==> src/utp_pkg.sv <==
package utp_pkg;

	// String lengths of the three accepted forms, and the saturation point.
	localparam logic [5:0] PLAIN_LEN  = 6'd32;
	localparam logic [5:0] DASHED_LEN = 6'd36;
	localparam logic [5:0] BRACED_LEN = 6'd38;
	localparam logic [5:0] COUNT_MAX  = 6'd39;

	// Dash positions within the 36-character dashed form.
	localparam logic [5:0] DASH_POS_0 = 6'd8;
	localparam logic [5:0] DASH_POS_1 = 6'd13;
	localparam logic [5:0] DASH_POS_2 = 6'd18;
	localparam logic [5:0] DASH_POS_3 = 6'd23;

	// Framing characters.
	localparam logic [7:0] OPEN_BRACE  = 8'h7B;
	localparam logic [7:0] CLOSE_BRACE = 8'h7D;
	localparam logic [7:0] DASH_CHAR   = 8'h2D;

	// One input character with its side-band bits.
	typedef struct packed {
		logic [7:0] text_char;
		logic       final_char;
		logic       swap_time;
	} utp_char_t;

	// One parsed UUID.
	typedef struct packed {
		logic [63:0] uuid_high;
		logic [63:0] uuid_low;
		logic        valid_uuid;
	} utp_result_t;

endpackage

==> src/utp_char_if.sv <==
interface utp_char_if import utp_pkg::*; ();

	logic       valid;
	logic       ready;
	logic [7:0] text_char;
	logic       final_char;
	logic       swap_time;

	modport source (output valid, text_char, final_char, swap_time, input ready);
	modport sink (input valid, text_char, final_char, swap_time, output ready);

endinterface

==> src/utp_uuid_if.sv <==
interface utp_uuid_if import utp_pkg::*; ();

	logic        valid;
	logic        ready;
	logic [63:0] uuid_high;
	logic [63:0] uuid_low;
	logic        valid_uuid;

	modport source (output valid, uuid_high, uuid_low, valid_uuid, input ready);
	modport sink (input valid, uuid_high, uuid_low, valid_uuid, output ready);

endinterface

==> src/utp_in_stage.sv <==
module utp_in_stage import utp_pkg::*; (
	input  logic       clk,
	input  logic       arst_n,
	utp_char_if.sink   chars,
	input  logic       advance,
	output logic       valid_s1,
	output utp_char_t  item_s1
);

	logic accept;

	// The stage takes a new character whenever its current one moves on.
	assign chars.ready = !valid_s1 || advance;
	assign accept      = chars.valid && chars.ready;

	// Valid flag of the input register.
	always_ff @(posedge clk or negedge arst_n) begin
		if (!arst_n) begin
			valid_s1 <= 1'b0;
		end else if (chars.ready) begin
			valid_s1 <= chars.valid;
		end
	end

	// Payload of the input register.
	always_ff @(posedge clk) begin
		if (accept) begin
			item_s1.text_char  <= chars.text_char;
			item_s1.final_char <= chars.final_char;
			item_s1.swap_time  <= chars.swap_time;
		end
	end

endmodule

==> src/utp_scan.sv <==
module utp_scan import utp_pkg::*; (
	input  logic        clk,
	input  logic        arst_n,
	input  logic        step,
	input  utp_char_t   item,
	output utp_result_t result
);

	logic [5:0]   char_count_q;
	logic [127:0] acc_q;
	logic         plain_ok_q;
	logic         dashed_ok_q;
	logic         braced_ok_q;

	logic [7:0]   c;
	logic [7:0]   lc;
	logic         is_hex;
	logic [3:0]   nib;
	logic [5:0]   p;
	logic [5:0]   p_prev;
	logic [5:0]   count_d;
	logic [127:0] acc_d;
	logic         plain_d;
	logic         dashed_d;
	logic         braced_d;
	logic         ok;
	logic [63:0]  hi;

	// True when byte ch fits position pos of the dashed form.
	function automatic logic dashed_fits(input logic [5:0] pos, input logic [7:0] ch,
			input logic hex);
		logic dash_pos;
		dash_pos = (pos == DASH_POS_0) || (pos == DASH_POS_1) ||
			(pos == DASH_POS_2) || (pos == DASH_POS_3);
		return dash_pos ? (ch == DASH_CHAR) : hex;
	endfunction

	// Hex digit decode, either letter case.
	always_comb begin
		c      = item.text_char;
		lc     = c | 8'h20;
		is_hex = 1'b0;
		nib    = 4'd0;
		if (c >= 8'h30 && c <= 8'h39) begin
			is_hex = 1'b1;
			nib    = c[3:0];
		end else if (lc >= 8'h61 && lc <= 8'h66) begin
			is_hex = 1'b1;
			nib    = lc[3:0] + 4'd9;
		end
	end

	// Form checks, accumulator shift and length count.
	always_comb begin
		p        = char_count_q;
		p_prev   = p - 6'd1;
		plain_d  = plain_ok_q;
		dashed_d = dashed_ok_q;
		braced_d = braced_ok_q;
		if (p < PLAIN_LEN && !is_hex) begin
			plain_d = 1'b0;
		end
		if (p < DASHED_LEN && !dashed_fits(p, c, is_hex)) begin
			dashed_d = 1'b0;
		end
		if (p == 6'd0) begin
			if (c != OPEN_BRACE) begin
				braced_d = 1'b0;
			end
		end else if (p <= DASHED_LEN) begin
			if (!dashed_fits(p_prev, c, is_hex)) begin
				braced_d = 1'b0;
			end
		end else if (p == BRACED_LEN - 6'd1) begin
			if (c != CLOSE_BRACE) begin
				braced_d = 1'b0;
			end
		end
		acc_d   = is_hex ? {acc_q[123:0], nib} : acc_q;
		count_d = (p < COUNT_MAX) ? p + 6'd1 : COUNT_MAX;
	end

	// Result assembly, with the optional time field reorder.
	always_comb begin
		ok = (count_d == PLAIN_LEN && plain_d) ||
			(count_d == DASHED_LEN && dashed_d) ||
			(count_d == BRACED_LEN && braced_d);
		hi = acc_d[127:64];
		if (item.swap_time) begin
			hi = {acc_d[79:64], acc_d[95:80], acc_d[127:96]};
		end
		result.uuid_high  = ok ? hi : 64'd0;
		result.uuid_low   = ok ? acc_d[63:0] : 64'd0;
		result.valid_uuid = ok;
	end

	// Parser state; the last character of a string returns it to reset.
	always_ff @(posedge clk or negedge arst_n) begin
		if (!arst_n) begin
			char_count_q <= 6'd0;
			acc_q        <= 128'd0;
			plain_ok_q   <= 1'b1;
			dashed_ok_q  <= 1'b1;
			braced_ok_q  <= 1'b1;
		end else if (step) begin
			if (item.final_char) begin
				char_count_q <= 6'd0;
				acc_q        <= 128'd0;
				plain_ok_q   <= 1'b1;
				dashed_ok_q  <= 1'b1;
				braced_ok_q  <= 1'b1;
			end else begin
				char_count_q <= count_d;
				acc_q        <= acc_d;
				plain_ok_q   <= plain_d;
				dashed_ok_q  <= dashed_d;
				braced_ok_q  <= braced_d;
			end
		end
	end

endmodule

==> src/utp_out_stage.sv <==
module utp_out_stage import utp_pkg::*; (
	input  logic        clk,
	input  logic        arst_n,
	input  logic        load,
	input  utp_result_t result,
	output logic        busy,
	utp_uuid_if.source  uuids
);

	logic        valid_q;
	utp_result_t result_q;

	// A held result blocks a new one only while the receiver stalls.
	assign busy = valid_q && !uuids.ready;

	always_ff @(posedge clk or negedge arst_n) begin
		if (!arst_n) begin
			valid_q <= 1'b0;
		end else if (load) begin
			valid_q <= 1'b1;
		end else if (uuids.ready) begin
			valid_q <= 1'b0;
		end
	end

	always_ff @(posedge clk) begin
		if (load) begin
			result_q <= result;
		end
	end

	assign uuids.valid      = valid_q;
	assign uuids.uuid_high  = result_q.uuid_high;
	assign uuids.uuid_low   = result_q.uuid_low;
	assign uuids.valid_uuid = result_q.valid_uuid;

endmodule

==> src/uuid_text_parser.sv <==
// UUID text parser.
// The chars channel carries a UUID string one byte per transfer, with
// final_char set on the last byte and swap_time sampled with that byte.
// The uuids channel returns one transfer per string: the 128-bit value
// in uuid_high and uuid_low and the valid_uuid flag. Accepted forms are
// 32 hex digits, the 36-character dashed form and the 38-character
// braced form; anything else returns zeros with valid_uuid low.
// Throughput is one byte per cycle except while a final byte waits on a
// stalled receiver: each byte passes an input register, the character
// checks and shifts update the parser state, and the final byte's result
// lands in the output register, from which it is offered to the receiver.
// While the receiver stalls, bytes that are not final keep flowing; a
// final byte waits in the input register until the held result is taken.
// Reset clears the input and output valid flags and returns the parser
// to the start of a string.
module uuid_text_parser import utp_pkg::*; (
	input  logic       clk,
	input  logic       arst_n,
	utp_char_if.sink   chars,
	utp_uuid_if.source uuids
);

	logic        valid_s1;
	utp_char_t   item_s1;
	logic        advance;
	logic        step;
	logic        busy;
	utp_result_t result;

	// A final byte may move on only when the output register can take it.
	assign advance = !(item_s1.final_char && busy);
	assign step    = valid_s1 && advance;

	utp_in_stage u_in (
		.clk      (clk),
		.arst_n   (arst_n),
		.chars    (chars),
		.advance  (advance),
		.valid_s1 (valid_s1),
		.item_s1  (item_s1)
	);

	utp_scan u_scan (
		.clk    (clk),
		.arst_n (arst_n),
		.step   (step),
		.item   (item_s1),
		.result (result)
	);

	utp_out_stage u_out (
		.clk    (clk),
		.arst_n (arst_n),
		.load   (step && item_s1.final_char),
		.result (result),
		.busy   (busy),
		.uuids  (uuids)
	);

endmodule

==> src/flat_wrapper.sv <==
// flat-port wrapper written by rule: the top's interface ports become plain ports
module uuid_text_parser_flat import utp_pkg::*;
  (clk, arst_n, chars_valid, chars_text_char, chars_final_char, chars_swap_time, chars_ready, uuids_valid, uuids_uuid_high, uuids_uuid_low, uuids_valid_uuid, uuids_ready);
  utp_char_if chars_i ();
  utp_uuid_if uuids_i ();
  input  logic clk;
  input  logic arst_n;
  input wire logic [$bits(chars_i.valid)-1:0] chars_valid;
  input wire logic [$bits(chars_i.text_char)-1:0] chars_text_char;
  input wire logic [$bits(chars_i.final_char)-1:0] chars_final_char;
  input wire logic [$bits(chars_i.swap_time)-1:0] chars_swap_time;
  output wire logic [$bits(chars_i.ready)-1:0] chars_ready;
  output wire logic [$bits(uuids_i.valid)-1:0] uuids_valid;
  output wire logic [$bits(uuids_i.uuid_high)-1:0] uuids_uuid_high;
  output wire logic [$bits(uuids_i.uuid_low)-1:0] uuids_uuid_low;
  output wire logic [$bits(uuids_i.valid_uuid)-1:0] uuids_valid_uuid;
  input wire logic [$bits(uuids_i.ready)-1:0] uuids_ready;
  assign chars_i.valid = chars_valid;
  assign chars_i.text_char = chars_text_char;
  assign chars_i.final_char = chars_final_char;
  assign chars_i.swap_time = chars_swap_time;
  assign chars_ready = chars_i.ready;
  assign uuids_valid = uuids_i.valid;
  assign uuids_uuid_high = uuids_i.uuid_high;
  assign uuids_uuid_low = uuids_i.uuid_low;
  assign uuids_valid_uuid = uuids_i.valid_uuid;
  assign uuids_i.ready = uuids_ready;
  uuid_text_parser u_core (.clk(clk), .arst_n(arst_n), .chars(chars_i), .uuids(uuids_i));
endmodule
==> config.mk <==
export PLATFORM = sky130hd
export DESIGN_NAME = uuid_text_parser_flat
export DESIGN_NICKNAME = d
export VERILOG_FILES = /design/src/utp_pkg.sv /design/src/utp_char_if.sv /design/src/utp_uuid_if.sv /design/src/utp_in_stage.sv /design/src/utp_scan.sv /design/src/utp_out_stage.sv /design/src/uuid_text_parser.sv /design/src/flat_wrapper.sv
export SDC_FILE = /design/constraint.sdc
export NUM_CORES = 1
export LEC_CHECK = 0
export BUFFER_PORTS_ARGS = -buffer_cell sky130_fd_sc_hd__clkbuf_2
export CORE_MARGIN = 1.5
export CORE_UTILIZATION = 48
export CTS_CLUSTER_SIZE = 24
export DETAILED_ROUTE_END_ITERATION = 12
export PLACE_DENSITY = 0.78
export SLEW_MARGIN = 20
export SYNTH_ARGS = -nofsm -noshare
export SYNTH_HDL_FRONTEND = slang
export SYNTH_SLANG_ARGS = --single-unit
==> constraint.sdc <==
create_clock -name clk -period 13 [get_ports clk]
set_clock_uncertainty 0.05 [all_clocks]
set_input_delay 2.6 -clock clk [delete_from_list [all_inputs] [get_ports clk]]
set_output_delay 2.6 -clock clk [all_outputs]
set_load 0.005 [all_outputs]
==> results.sh <==
export IMPL_worst_pin_slew_ns=1.16
export IMPL_cts_root_buf="clkbuf_16"
export IMPL_crit_fanout=3
export IMPL_synthMuxAreaShare=0.0304
export IMPL_cts_buffers=29
export IMPL_clockBufferDepth=3
export IMPL_grt_start_max_net_pins=113
export IMPL_yosysSeqAreaShare=0.568
export IMPL_syn_to_final_growth_pct=13.6
export IMPL_ys_flop_type="edfxtp_1"
export IMPL_drt_wl_total_um=31900
export IMPL_synth_ff_latch_count=278
export IMPL_coreArea_um2=27700
export IMPL_antenna_cells=0
export IMPL_ys_warn_count=0
export IMPL_fmax_ghz=0.174
export IMPL_vias=10600
export IMPL_antenna_found_initial=0
export IMPL_cp_common_cell="clkbuf_2"
export IMPL_mappedNetlistArea_um2=13500
export IMPL_slowest_delay_ns=0.21
export IMPL_synth_xor_area_frac=0.00195
export IMPL_synth_common_cells="nand2_1 (334), edfxtp_1 (139), o21ai_0 (137)"
export IMPL_clkTransAtPathRegs_ns=0.06
export IMPL_grtUsageMet1=0.308
export IMPL_synth_most_common_cell="nand2_1"
export IMPL_power_leakage_nw=5.96
export IMPL_top_usage_layer="met2"
export IMPL_die_h_um=171
export IMPL_hp_class="reg -> reg"
export IMPL_path_cells="clkbuf_2, nand4b_1, clkbuf_2"
export IMPL_period_needed_ns=5.73
export IMPL_clk_latency_ns=0.56
export IMPL_slew_violations=0
export IMPL_fin_nets=1448
export IMPL_viasPerCell=5.79
export IMPL_cts_tree="yes"
export IMPL_synth_top_area_frac=0.310
export IMPL_overflow=0
export IMPL_synth_compound_area_frac=0.204
export IMPL_required_ns=10.35
export IMPL_synth_simple_area_share=0.149
export IMPL_dp_worst_setup_slack_ns=7.27
export IMPL_die_w_um=171
export IMPL_post_cts_buffers=0
export IMPL_dp_hpwl_um=19400
export IMPL_yosys_area_share_adder=0.00835
export IMPL_h_tree_depth=1
export IMPL_maxSlewHeadroom=0.229
export IMPL_avgSynthCellArea_um2=10.0
export IMPL_drtIter0Drc=1103
export IMPL_rsz0062_at_grt="false"
export IMPL_synth_cell_types=57
export IMPL_hold_buffers=0
export IMPL_drt_pass1_iter_count=6
export IMPL_detail_route_wl_per_cell_um=17.5
export IMPL_syn_num_nets=1368
export IMPL_timing_final_crit_share=0.441
export IMPL_synth_top_family_by_area="compound AO/OA/AOI/OAI gates"
export IMPL_synth_async_reset_ratio=0.500
export IMPL_clkSinkCount=278
export IMPL_start_util=0.487
export IMPL_layout_drive_gt1_share=0.164
export IMPL_setup_worst_path_class="in -> out"
export IMPL_dieArea_um2=29100
export IMPL_nFillCells=2345
export IMPL_io_pins=145
export IMPL_synth_edf_count=139
export IMPL_crit_slowest_cell="nand4b_1"
export IMPL_yosysTopAreaCell="edfxtp_1"
export IMPL_use_met2=0.344
export IMPL_rows=61
export IMPL_status="finished, final reports clean"
export IMPL_max_cap_viol_count=0
export IMPL_ys_top_cells_by_area="edfxtp_1 (31%), dfrtp_1 (25%), nand2_1 (9.3%)"
export IMPL_grt_pass1_wl_um=50700
export IMPL_port_buffers=144
export IMPL_p_per_area_nw_per_um2=149
export IMPL_grt_pass1_vias=9649
export IMPL_worst_slack_ns=7.27
export IMPL_critPathLaunchType="input pin"
export IMPL_drtAntennaViolNets=0
export IMPL_cp_arrival_ns=3.08
export IMPL_cts_resized=0
export IMPL_ir_drop_mv=0.0883
export IMPL_grt_use_met3=0.0308
export IMPL_endpoint_kind="primary output"
export IMPL_setup_violations=0
export IMPL_drc=0
export IMPL_routabilityCongestion=0.853
export IMPL_grt_usage=0.215
export IMPL_synthCells=1345
export IMPL_final_hold_violation_count=0
export IMPL_final_setup_tns_ns=0
cells in the final DEF, fill, tap and decap left out, types with 10 or more instances in the layout:
| master | synthesis | layout |
|---|---|---|
| a21boi_0 | 72 | 72 |
| nor2b_1 | 13 | 13 |
| clkbuf_16 | 0 | 29 |
| inv_1 | 12 | 11 |
| edfxtp_1 | 139 | 139 |
| mux2i_1 | 23 | 23 |
| a22oi_1 | 46 | 46 |
| and3_1 | 16 | 16 |
| o21ai_0 | 137 | 137 |
| a211oi_1 | 34 | 34 |
| nor3_1 | 11 | 11 |
| a21oi_1 | 89 | 89 |
| a211oi_2 | 13 | 13 |
| nor2_1 | 61 | 60 |
| buf_4 | 0 | 10 |
| clkbuf_2 | 1 | 143 |
| dfrtp_1 | 136 | 136 |
| nand2_1 | 334 | 333 |
per-layer routing:
metal,wire [µm],part of all wire
met1,14100,0.44
met2,15100,0.47
met3,2070,0.065
met4,622,0.020
met5,0,0
registers in the layout (all words and copies together), names as in the netlist:
| register | count |
|---|---|
| u_core.u_in.item_s1 | 10 |
| u_core.u_in.valid_s1 | 1 |
| u_core.u_out.uuids.uuid_high | 64 |
| u_core.u_out.uuids.uuid_low | 64 |
| u_core.u_out.uuids.valid | 1 |
| u_core.u_out.uuids.valid_uuid | 1 |
| u_core.u_scan.acc_q | 128 |
| u_core.u_scan.braced_ok_q | 1 |
| u_core.u_scan.char_count_q | 6 |
| u_core.u_scan.dashed_ok_q | 1 |
| u_core.u_scan.plain_ok_q | 1 |
final timing paths:
kind,from,to,slack [ns],cells past startpoint
worst max-delay path,uuids_ready,chars_ready,7.27,3
worst min-delay path,u_core.u_scan.plain_ok_q$_DFFE_PN1P_,u_core.u_scan.plain_ok_q$_DFFE_PN1P_,0.42,2
worst max register to register,u_core.u_in.item_s1[2]$_DFFE_PP_,u_core.u_out.uuids.uuid_high[40]$_SDFFCE_PN0P_,8.02,11
worst min register to register,u_core.u_scan.plain_ok_q$_DFFE_PN1P_,u_core.u_scan.plain_ok_q$_DFFE_PN1P_,0.42,2
max in group asynchronous,arst_n,u_core.u_scan.acc_q[122]$_DFFE_PN0P_,9.44,2
min in group asynchronous,arst_n,u_core.u_out.uuids.valid$_DFFE_PN0P_,1.96,1
worst max-delay path: cells and delay by family:
kind	cells	cell delay, ns
buffers and inverters	2	0.27
and+or+nand+nor	1	0.21
area by class of cell:
type	count	area [µm²]	share of cell area
clock buffers	41	811	0.0529
clock inverters	13	126	0.00825
inverters	13	53.8	0.00351
multi-input cells	946	5330	0.348
flip-flops and latches	278	7660	0.500
well taps	378	473	0.0309
repair buffers	157	861	0.0562
per-stage QoR:
stage                     power [mW]  cells  utilization  hold WS, ns  cell area (µm²)
after floorplan                 1.37   1345            -        0.398            13500
after global placement          1.46   1770        0.517        0.414            14300
after detailed placement        1.48   1772        0.519        0.412            14400
after CTS                       2.30   1826        0.553        0.425            15300
after global routing            2.40   1826        0.553        0.436            15300
final                           2.29   1826        0.553        0.422            15300
logic make-up after synthesis:
| family | after synthesis |
|---|---|
| simple gates | 476 |
| compound gates | 427 |
| flops | 278 |
| buf+inv | 121 |
| mux | 31 |
| fa+ha+maj | 9 |
| xor+xnor | 3 |
power breakdown:
group          internal (mW)  total [mW]  switching, mW
clock                  0.474       0.815          0.340
sequential              1.03        1.14          0.115
combinational          0.131       0.330          0.199
total                   1.63        2.29          0.654
(Power assumes the default switching activity.)
